File: config.mk
export PLATFORM = sky130hd
export DESIGN_NAME = peer_link_manager
export DESIGN_NICKNAME = d
export VERILOG_FILES = /design/src/rtl/plm_pkg.sv /design/src/rtl/plm_ram.sv /design/src/rtl/peer_link_manager.sv
export VERILOG_INCLUDE_DIRS = /design/src /design/src/rtl
export SDC_FILE = /design/constraint.sdc
export NUM_CORES = 1
export LEC_CHECK = 0
export BUFFER_PORTS_ARGS = -buffer_cell sky130_fd_sc_hd__buf_2
export CORE_MARGIN = 2
export CORE_UTILIZATION = 28
export DETAILED_ROUTE_END_ITERATION = 8
export SYNTH_ARGS = -nofsm -noshare
export SYNTH_HDL_FRONTEND = slang
export SYNTH_SLANG_ARGS = --single-unit
File: constraint.sdc
create_clock -name i_clk -period 19.9 [get_ports i_clk]
set_clock_uncertainty 0.15 [all_clocks]
set_input_delay 1.99 -clock i_clk [delete_from_list [all_inputs] [get_ports i_clk]]
set_output_delay 1.99 -clock i_clk [all_outputs]
set_load 0.01 [all_outputs]
File: src/rtl/peer_link_manager_assert.svh
// Assertion helpers for the peer link manager.
`ifndef PEER_LINK_MANAGER_ASSERT_SVH
`define PEER_LINK_MANAGER_ASSERT_SVH

// same-cycle implication
`define PLM_CHECK(lbl, ante, cons, msg) \
    lbl: assert property (@(posedge i_clk) disable iff (!i_rst_n) (ante) |-> (cons)) \
        else $error(msg);

// next-cycle implication
`define PLM_CHECK_NEXT(lbl, ante, cons, msg) \
    lbl: assert property (@(posedge i_clk) disable iff (!i_rst_n) (ante) |=> (cons)) \
        else $error(msg);

`endif

File: src/rtl/plm_pkg.sv
`default_nettype none
package plm_pkg;

    localparam int KIND_W   = 3;
    localparam int PEER_W   = 3;
    localparam int ACT_W    = 3;
    localparam int CFG_IDX_W = 3;
    localparam int CFG_W    = 16;
    localparam int MASK_W   = 8;

    typedef enum logic [KIND_W-1:0] {
        KIND_TICK       = 3'd0,
        KIND_RECONNECT  = 3'd1,
        KIND_CONN_ECHO  = 3'd2,
        KIND_LOGIN_ACK  = 3'd3,
        KIND_LOGIN_NACK = 3'd4,
        KIND_KEEPALIVE  = 3'd5,
        KIND_DISCONNECT = 3'd6
    } t_kind;

    typedef enum logic [ACT_W-1:0] {
        ACT_CONNECT    = 3'd0,
        ACT_LOGIN      = 3'd1,
        ACT_KEEPALIVE  = 3'd2,
        ACT_DISCONNECT = 3'd3,
        ACT_ADD        = 3'd4,
        ACT_REMOVE     = 3'd5,
        ACT_ALIVE      = 3'd6
    } t_action;

    typedef enum logic [1:0] {
        LS_DISC  = 2'd0,
        LS_CONN  = 2'd1,
        LS_LOGIN = 2'd2,
        LS_UP    = 2'd3
    } t_link;

    typedef enum logic [CFG_IDX_W-1:0] {
        REG_ENABLE_MASK  = 3'd0,
        REG_RECONNECT    = 3'd1,
        REG_HS_TIMEOUT   = 3'd2,
        REG_KA_PERIOD    = 3'd3,
        REG_KA_TIMEOUT   = 3'd4
    } t_reg;

    typedef enum logic [4:0] {
        S_IDLE = 5'b00001,
        S_RD   = 5'b00010,
        S_CALC = 5'b00100,
        S_SEC  = 5'b01000,
        S_DONE = 5'b10000
    } t_state;

    localparam logic [CFG_W-1:0] RST_RECONNECT  = 16'd5;
    localparam logic [CFG_W-1:0] RST_HS_TIMEOUT = 16'd5;
    localparam logic [CFG_W-1:0] RST_KA_PERIOD  = 16'd1;
    localparam logic [CFG_W-1:0] RST_KA_TIMEOUT = 16'd30;

endpackage
`default_nettype wire

File: src/rtl/plm_ram.sv
`default_nettype none
module plm_ram #(
    parameter int WIDTH  = 8,
    parameter int DEPTH  = 8,
    parameter int ADDR_W = (DEPTH > 1) ? $clog2(DEPTH) : 1
) (
    input  wire logic              i_clk,
    input  wire logic              i_we,
    input  wire logic [ADDR_W-1:0] i_waddr,
    input  wire logic [WIDTH-1:0]  i_wdata,
    input  wire logic [ADDR_W-1:0] i_raddr,
    output logic      [WIDTH-1:0]  o_rdata
);

    logic [WIDTH-1:0] r_mem [DEPTH];

    always_ff @(posedge i_clk) begin
        if (i_we) begin
            r_mem[i_waddr] <= i_wdata;
        end
        o_rdata <= r_mem[i_raddr];
    end

endmodule
`default_nettype wire

File: src/rtl/peer_link_manager.sv
// A packet item's result strobes in the first cycle with busy low.
// A tick or reconnect walks the entries: per enabled entry one read-modify-write of the link memory
// (RD then CALC, plus SEC for an entry with two results); a disabled entry passes through RD only.
// Results are held one deep so the final one can carry last; the receiver cannot stall.
// Reset (synchronous, active low): registers return to 0, 5, 5, 1, 30, no entry enabled.
// Newly enabled entries read as cleared through per-entry fresh bits, no clearing pass.
`default_nettype none
module peer_link_manager #(
    parameter int MAX_PEERS = 8,
    parameter int AGE_BITS  = 16
) (
    input  wire logic                           i_clk,
    input  wire logic                           i_rst_n,
    input  wire logic                           i_start,
    output logic                                o_busy,
    input  wire logic [plm_pkg::KIND_W-1:0]     i_kind,
    input  wire logic [plm_pkg::PEER_W-1:0]     i_peer,
    output logic                                o_valid,
    output logic      [plm_pkg::PEER_W-1:0]     o_peer_out,
    output logic      [plm_pkg::ACT_W-1:0]      o_action,
    output logic                                o_last,
    input  wire logic                           i_cfg_valid,
    output logic                                o_cfg_ready,
    input  wire logic [plm_pkg::CFG_IDX_W-1:0]  i_cfg_index,
    input  wire logic [plm_pkg::CFG_W-1:0]      i_cfg_data
);

    import plm_pkg::*;

    localparam int WALK = (MAX_PEERS < MASK_W) ? MAX_PEERS : MASK_W;
    localparam int AW   = (WALK > 1) ? $clog2(WALK) : 1;
    localparam int CW   = (AGE_BITS > CFG_W) ? AGE_BITS : CFG_W;
    localparam int EW   = 3 + 3 * AGE_BITS;

    t_state               r_state, n_state;
    t_kind                r_kind;
    logic                 r_walk;
    logic [PEER_W-1:0]    r_idx;
    logic [MASK_W-1:0]    r_mask;
    logic [CFG_W-1:0]     r_rec, r_hs, r_kp, r_kt;
    logic [WALK-1:0]      r_fresh;
    logic                 r_pend_vld;
    logic [PEER_W-1:0]    r_pend_peer;
    t_action              r_pend_act;
    t_action              r_sec_act;
    logic                 r_out_vld, r_out_last;
    logic [PEER_W-1:0]    r_out_peer;
    t_action              r_out_act;

    logic [AW-1:0]        addr;
    logic                 entry_on, last_idx;
    logic [EW-1:0]        rd_data, ent, wr_data;
    logic                 ram_we;

    t_link                e_st, c_st;
    logic                 e_up, c_up;
    logic [AGE_BITS-1:0]  e_sa, e_ka, e_si, b_sa, b_ka, b_si, c_sa, c_ka, c_si;
    logic                 a_v, b_v, first_v, sec_v;
    t_action              a_act, b_act, first_act;
    logic                 push_v;
    t_action              push_act;

    assign addr     = r_idx[AW-1:0];
    assign entry_on = ({1'b0, r_idx} < 4'(WALK)) && r_mask[r_idx];
    assign last_idx = (r_idx == PEER_W'(WALK - 1));
    assign ram_we   = (r_state == S_CALC);

    plm_ram #(.WIDTH(EW), .DEPTH(WALK)) u_ram (
        .i_clk   (i_clk),
        .i_we    (ram_we),
        .i_waddr (addr),
        .i_wdata (wr_data),
        .i_raddr (addr),
        .o_rdata (rd_data)
    );

    always_comb begin
        ent  = r_fresh[addr] ? '0 : rd_data;
        e_st = t_link'(ent[EW-1 -: 2]);
        e_up = ent[3*AGE_BITS];
        e_sa = ent[3*AGE_BITS-1 -: AGE_BITS];
        e_ka = ent[2*AGE_BITS-1 -: AGE_BITS];
        e_si = ent[AGE_BITS-1:0];
        b_sa = (e_sa == '1) ? e_sa : AGE_BITS'(e_sa + 1'b1);
        b_ka = (e_ka == '1) ? e_ka : AGE_BITS'(e_ka + 1'b1);
        b_si = (e_si == '1) ? e_si : AGE_BITS'(e_si + 1'b1);
        c_st = e_st;
        c_up = e_up;
        c_sa = e_sa;
        c_ka = e_ka;
        c_si = e_si;
        a_v   = 1'b0;
        a_act = ACT_CONNECT;
        b_v   = 1'b0;
        b_act = ACT_REMOVE;
        case (r_kind)
            KIND_TICK: begin
                c_sa = b_sa;
                c_ka = b_ka;
                c_si = b_si;
                case (e_st)
                    LS_DISC: begin
                        if (CW'(b_sa) > CW'(r_rec)) begin
                            a_v  = 1'b1;
                            c_st = LS_CONN;
                            c_sa = '0;
                        end
                    end
                    LS_CONN, LS_LOGIN: begin
                        if (CW'(b_sa) > CW'(r_hs)) begin
                            c_st = LS_DISC;
                            c_sa = '0;
                        end
                    end
                    default: begin
                        if (CW'(b_ka) > CW'(r_kp)) begin
                            a_v   = 1'b1;
                            a_act = ACT_KEEPALIVE;
                            c_ka  = '0;
                        end
                        if (CW'(b_si) > CW'(r_kt)) begin
                            b_v  = 1'b1;
                            c_up = 1'b0;
                            c_st = LS_DISC;
                            c_sa = '0;
                        end
                    end
                endcase
            end
            KIND_RECONNECT: begin
                if (e_up || e_st != LS_DISC) begin
                    a_v   = 1'b1;
                    a_act = ACT_DISCONNECT;
                    b_v   = e_up;
                end
                c_up = 1'b0;
                c_st = LS_DISC;
                c_sa = '0;
            end
            KIND_CONN_ECHO: begin
                if (e_st == LS_CONN) begin
                    a_v   = 1'b1;
                    a_act = ACT_LOGIN;
                    c_st  = LS_LOGIN;
                    c_sa  = '0;
                end
            end
            KIND_LOGIN_ACK: begin
                if (e_st == LS_LOGIN) begin
                    a_v   = 1'b1;
                    a_act = ACT_ADD;
                    c_st  = LS_UP;
                    c_up  = 1'b1;
                    c_ka  = '0;
                    c_si  = '0;
                end
            end
            KIND_LOGIN_NACK: begin
                c_st = LS_DISC;
                c_sa = '0;
            end
            KIND_KEEPALIVE: begin
                if (e_up) begin
                    a_v   = 1'b1;
                    a_act = ACT_ALIVE;
                    c_si  = '0;
                end
            end
            KIND_DISCONNECT: begin
                b_v  = e_up;
                c_up = 1'b0;
                c_st = LS_DISC;
                c_sa = '0;
            end
            default: ;
        endcase
        first_v   = a_v || b_v;
        first_act = a_v ? a_act : b_act;
        sec_v     = a_v && b_v;
        wr_data   = {c_st, c_up, c_sa, c_ka, c_si};
    end

    always_comb begin
        push_v   = 1'b0;
        push_act = first_act;
        case (r_state)
            S_CALC: push_v = first_v;
            S_SEC: begin
                push_v   = 1'b1;
                push_act = r_sec_act;
            end
            default: ;
        endcase
    end

    always_comb begin
        n_state = r_state;
        case (r_state)
            S_IDLE: begin
                if (i_start) begin
                    n_state = S_RD;
                end
            end
            S_RD: begin
                if (entry_on) begin
                    n_state = S_CALC;
                end else if (r_walk && !last_idx) begin
                    n_state = S_RD;
                end else begin
                    n_state = S_DONE;
                end
            end
            S_CALC: begin
                if (sec_v) begin
                    n_state = S_SEC;
                end else if (r_walk && !last_idx) begin
                    n_state = S_RD;
                end else begin
                    n_state = S_DONE;
                end
            end
            S_SEC: begin
                n_state = (r_walk && !last_idx) ? S_RD : S_DONE;
            end
            S_DONE:  n_state = S_IDLE;
            default: n_state = S_IDLE;
        endcase
    end

    always_ff @(posedge i_clk) begin
        if (!i_rst_n) begin
            r_state    <= S_IDLE;
            r_mask     <= '0;
            r_rec      <= RST_RECONNECT;
            r_hs       <= RST_HS_TIMEOUT;
            r_kp       <= RST_KA_PERIOD;
            r_kt       <= RST_KA_TIMEOUT;
            r_fresh    <= '0;
            r_pend_vld <= 1'b0;
            r_out_vld  <= 1'b0;
        end else begin
            r_state   <= n_state;
            r_out_vld <= 1'b0;
            if (i_cfg_valid) begin
                case (t_reg'(i_cfg_index))
                    REG_ENABLE_MASK: begin
                        r_mask  <= i_cfg_data[MASK_W-1:0];
                        r_fresh <= r_fresh | (i_cfg_data[WALK-1:0] & ~r_mask[WALK-1:0]);
                    end
                    REG_RECONNECT:  r_rec <= i_cfg_data;
                    REG_HS_TIMEOUT: r_hs  <= i_cfg_data;
                    REG_KA_PERIOD:  r_kp  <= i_cfg_data;
                    REG_KA_TIMEOUT: r_kt  <= i_cfg_data;
                    default: ;
                endcase
            end
            if (ram_we) begin
                r_fresh[addr] <= 1'b0;
            end
            if (push_v) begin
                if (r_pend_vld) begin
                    r_out_vld  <= 1'b1;
                    r_out_last <= 1'b0;
                    r_out_peer <= r_pend_peer;
                    r_out_act  <= r_pend_act;
                end
                r_pend_vld  <= 1'b1;
                r_pend_peer <= r_idx;
                r_pend_act  <= push_act;
            end else if (r_state == S_DONE && r_pend_vld) begin
                r_out_vld  <= 1'b1;
                r_out_last <= 1'b1;
                r_out_peer <= r_pend_peer;
                r_out_act  <= r_pend_act;
                r_pend_vld <= 1'b0;
            end
        end
    end

    always_ff @(posedge i_clk) begin
        if (r_state == S_IDLE && i_start) begin
            r_kind <= t_kind'(i_kind);
            r_walk <= (i_kind == KIND_TICK) || (i_kind == KIND_RECONNECT);
            r_idx  <= ((i_kind == KIND_TICK) || (i_kind == KIND_RECONNECT)) ? '0 : i_peer;
        end else if ((r_state == S_RD && !entry_on && r_walk && !last_idx)
                  || (r_state == S_CALC && !sec_v && r_walk && !last_idx)
                  || (r_state == S_SEC && r_walk && !last_idx)) begin
            r_idx <= PEER_W'(r_idx + 1'b1);
        end
        if (r_state == S_CALC) begin
            r_sec_act <= b_act;
        end
    end

    assign o_busy      = (r_state != S_IDLE);
    assign o_valid     = r_out_vld;
    assign o_peer_out  = r_out_peer;
    assign o_action    = r_out_act;
    assign o_last      = r_out_last;
    assign o_cfg_ready = 1'b1;

`include "peer_link_manager_assert.svh"

    `PLM_CHECK(a_state_onehot, 1'b1, $onehot(r_state), "fsm state not one-hot")
    `PLM_CHECK(a_idle_flushed, !o_busy, !r_pend_vld, "pending result left while idle")
    `PLM_CHECK_NEXT(a_start_reads, i_start && !o_busy, r_state == S_RD, "accepted beat did not start")
    `PLM_CHECK(a_sec_after_calc, r_state == S_SEC, $past(r_state) == S_CALC, "second result out of order")

endmodule
`default_nettype wire
==> summary.md <==
| Metric | Value |
|---|---|
| Crit path launch type | `flip-flop` |
| WP depth | `22` |
| Layout cell share with drive strength beyond 1 | `9.14%` |
| Max_cap viols | `0` |
| Final core utilization | `32.1%` |
| Lkg Pwr | `8.73 nW` |
| Count of input and output buffers | `37` |
| Largest net degree at the start of global routing | `74` |
| Initial antenna violation count | `2` |
| # diodes | `0` |
| Family with the most delay on the worst path | `simple AND/OR/NAND/NOR gates` |
| Core box area | `83400 um2` |
| CP bufs+invs | `1` |
| Max Clk Rate | `0.135 GHz` |
| Clock transition at the registers of the reported paths | `0.06 ns` |
| Worst Path Required | `19.99 ns` |
| Initial drt markers | `1651` |
| Ys Warns | `0` |
| Synth Flop Type | `edfxtp_1` |
| Max FO, Critical Path | `45` |
| Chip width | `294 um` |
| Most frequent cells after synthesis | `edfxtp_1 (428), nand2_1 (230), a22oi_1 (207)` |
| Outcome | `finished clean` |
| Hold WC Path Type | `reg -> reg` |
| Slew @ Worst Pin | `1.27 ns` |
| RSZ-0062 raised after global routing | `no` |
| CP max stage cell | `edfxtp_1` |
| Die footprint | `86300 um2` |
| Clk root buf | `clkbuf_16` |
| Drt first pass iters | `6` |
| Area Growth Syn to Fin | `13.9%` |
| Clk buf depth | `3` |
| DRC | `0` |
| Hold Crit Depth | `0` |
| Via count | `15.7k` |
| CP endpoint kind | `flip-flop` |
| Top Ports | `39` |
| Setup TNS | `0 ns` |
| Latest clock arrival within the worst-skew pair | `0.62 ns` |
| Avg WL per Cell | `20.8 um` |
| Syn_nets | `1996` |
| Register area share after synthesis | `66.4%` |
| Min cycle time layout | `7.42 ns` |
| First-pass GRT wire length | `95400 um` |
| Routability cong. | `0.915` |
| Nets | `2013` |
| Top post-synthesis cells by area | `edfxtp_1 (55%), dfxtp_1 (12%), a22oi_1 (6.6%)` |
| Post-CTS Resized | `0` |
| Row count | `106` |
| Dpl cell area | `24900 um2` |
| Die height | `294 um` |
| Arrival @ worst endpoint | `7.51 ns` |
| Synth unique cells | `72` |
| Worst-path cell chain | `mux4_2 -> mux2i_4 -> buf_4 -> and2_1 -> ha_1 -> and3_1 -> nand3_1 -> nor3_1 -> nor3_2 -> and3_1 -> nand3_1 -> xor2_1 -> nor2_1 -> ha_1 -> nand4_1 -> or4_1 -> a21o_1 -> a311o_1 -> o31ai_1 -> nand2b_1 -> o21ai_1 -> a21oi_1` |
| DP Worst Slack | `12.56 ns` |
| Remaining Overflow, GRT | `0` |
| Post-layout instance area | `26800 um2` |
| Synthesized area | `23500 um2` |
| Most common cell in the netlist | `edfxtp_1` |
| Slowest stage delay, CP | `0.77 ns` |
| Slew Viols, Final | `0` |
| Slew headroom | `15.0%` |
| Post-CTS Hold Fix Bufs | `0` |
| Avg Cell Area, Syn | `12.4 um2` |
| Post-CTS Setup Bufs | `0` |
| HPWL after detailed placement | `35800 um` |
| Detail Route Antenna Nets | `0` |
| Fin cells | `3038` |
| Final setup vio count | `0` |
| Post-synth EDFFs | `428` |
| Setup CP Type | `reg -> reg` |
| FF+latch count, synth | `566` |
| Ys async rst share | `0%` |
| Final worst slack | `12.48 ns` |
| CTS H-tree lvls | `2` |
| Total global-route track usage | `14.4%` |
| DP Cell Count | `2931` |
| Wirelength, routed | `63100 um` |
| Period utilization | `37.3%` |
| Proportion of netlist area held by the largest area contributor | `54.7%` |
| Final Hold Viols | `0` |
| Total CTS buffers | `57` |
| Vias in the first global route | `15.5k` |
| Initial core utilization | `28.2%` |
| Vias/cell | `5.17` |
| Power Density | `110 nW/um2` |
| CTS tree | `built` |
| Peak VDD IR | `0.0000641 V` |
| Post-synthesis instance total | `1893` |
| R2R cell count | `22` |
| Cell taking the most area after synthesis | `edfxtp_1` |
| CTS Sinks | `566` |
[stage by stage]
stage	hold WS (ns)	power (W)
floorplan	0.250	0.00173
global placement	0.274	0.00188
detailed placement	0.258	0.00189
CTS	0.275	0.00297
global route	0.283	0.00308
finish	0.276	0.00295
[final timing paths]
check                              startpoint                     to  slack (ns)
hold reg to reg   r_pend_act[1]$_SDFFCE_PP0P_  o_action[1]$_DFFE_PP_        0.28
hold / removal    r_pend_act[1]$_SDFFCE_PP0P_  o_action[1]$_DFFE_PP_        0.28
setup reg to reg            addr[0]$_DFFE_PP_       o_last$_DFFE_PP_       12.48
setup / recovery            addr[0]$_DFFE_PP_       o_last$_DFFE_PP_       12.48
[per-layer routing]
layer / up-vias / track usage [%] / part of all wire, %
met5: - / 0 / 0
met4: 0 / 4.19 / 2.5
met3: 101 / 2.31 / 6.5
met2: 613 / 23.2 / 46
met1: 7772 / 19.9 / 45
li1: 7211 / - / -
[flip-flops by register name, summed over array words and instances (netlist names), 5 cells and up]
register	count
u_ram.o_rdata	51
r_mask	8
r_kt	16
r_fresh	8
r_hs	16
r_state	5
r_rec	16
u_ram.r_mem	408
r_kp	16
[kinds of logic after synthesis]
family	Yosys count	share of synthesized area (%)
DFF	566	66.4
other	1	0.0160
adders and majority gates	74	3.94
AOI/OAI and AO/OA	472	13.4
and+or+nand+nor	549	11.2
muxes	10	0.623
buffers and inverters	184	2.96
xor gates and xnor gates	37	1.38
[power breakdown]
| part | switching (W) | total [W] | leakage (nW) | internal (W) |
|---|---|---|---|---|
| registers | 0.0000539 | 0.00142 | 5.02 | 0.00137 |
| clock network | 0.000459 | 0.00108 | 0.909 | 0.000624 |
| logic | 0.000300 | 0.000451 | 2.79 | 0.000150 |
[placed cells by master, fill, tap and decap left out, types with 26 or more instances in the layout]
master / Yosys / layout
a21oi_1: 116 / 116
clkbuf_16: 0 / 57
o21ai_0: 37 / 37
edfxtp_1: 428 / 428
nor2_1: 80 / 78
nand2_1: 230 / 230
nor3_1: 30 / 26
buf_2: 2 / 37
nand4_1: 74 / 74
ha_1: 74 / 74
dfxtp_1: 138 / 138
inv_1: 87 / 86
a22oi_1: 207 / 207
nand3_1: 42 / 42
[final cells by class]
class	instances	area [um2]
Clock buffer	67	1470
Clock inverter	40	423
Fill cell	8197	56700
Inverter	87	327
Multi-Input combinational cell	1143	7260
Sequential cell	566	15600
Tap cell	1080	1350
Timing Repair Buffer	55	320
No activity file was read; power rests on OpenSTA's default activity.
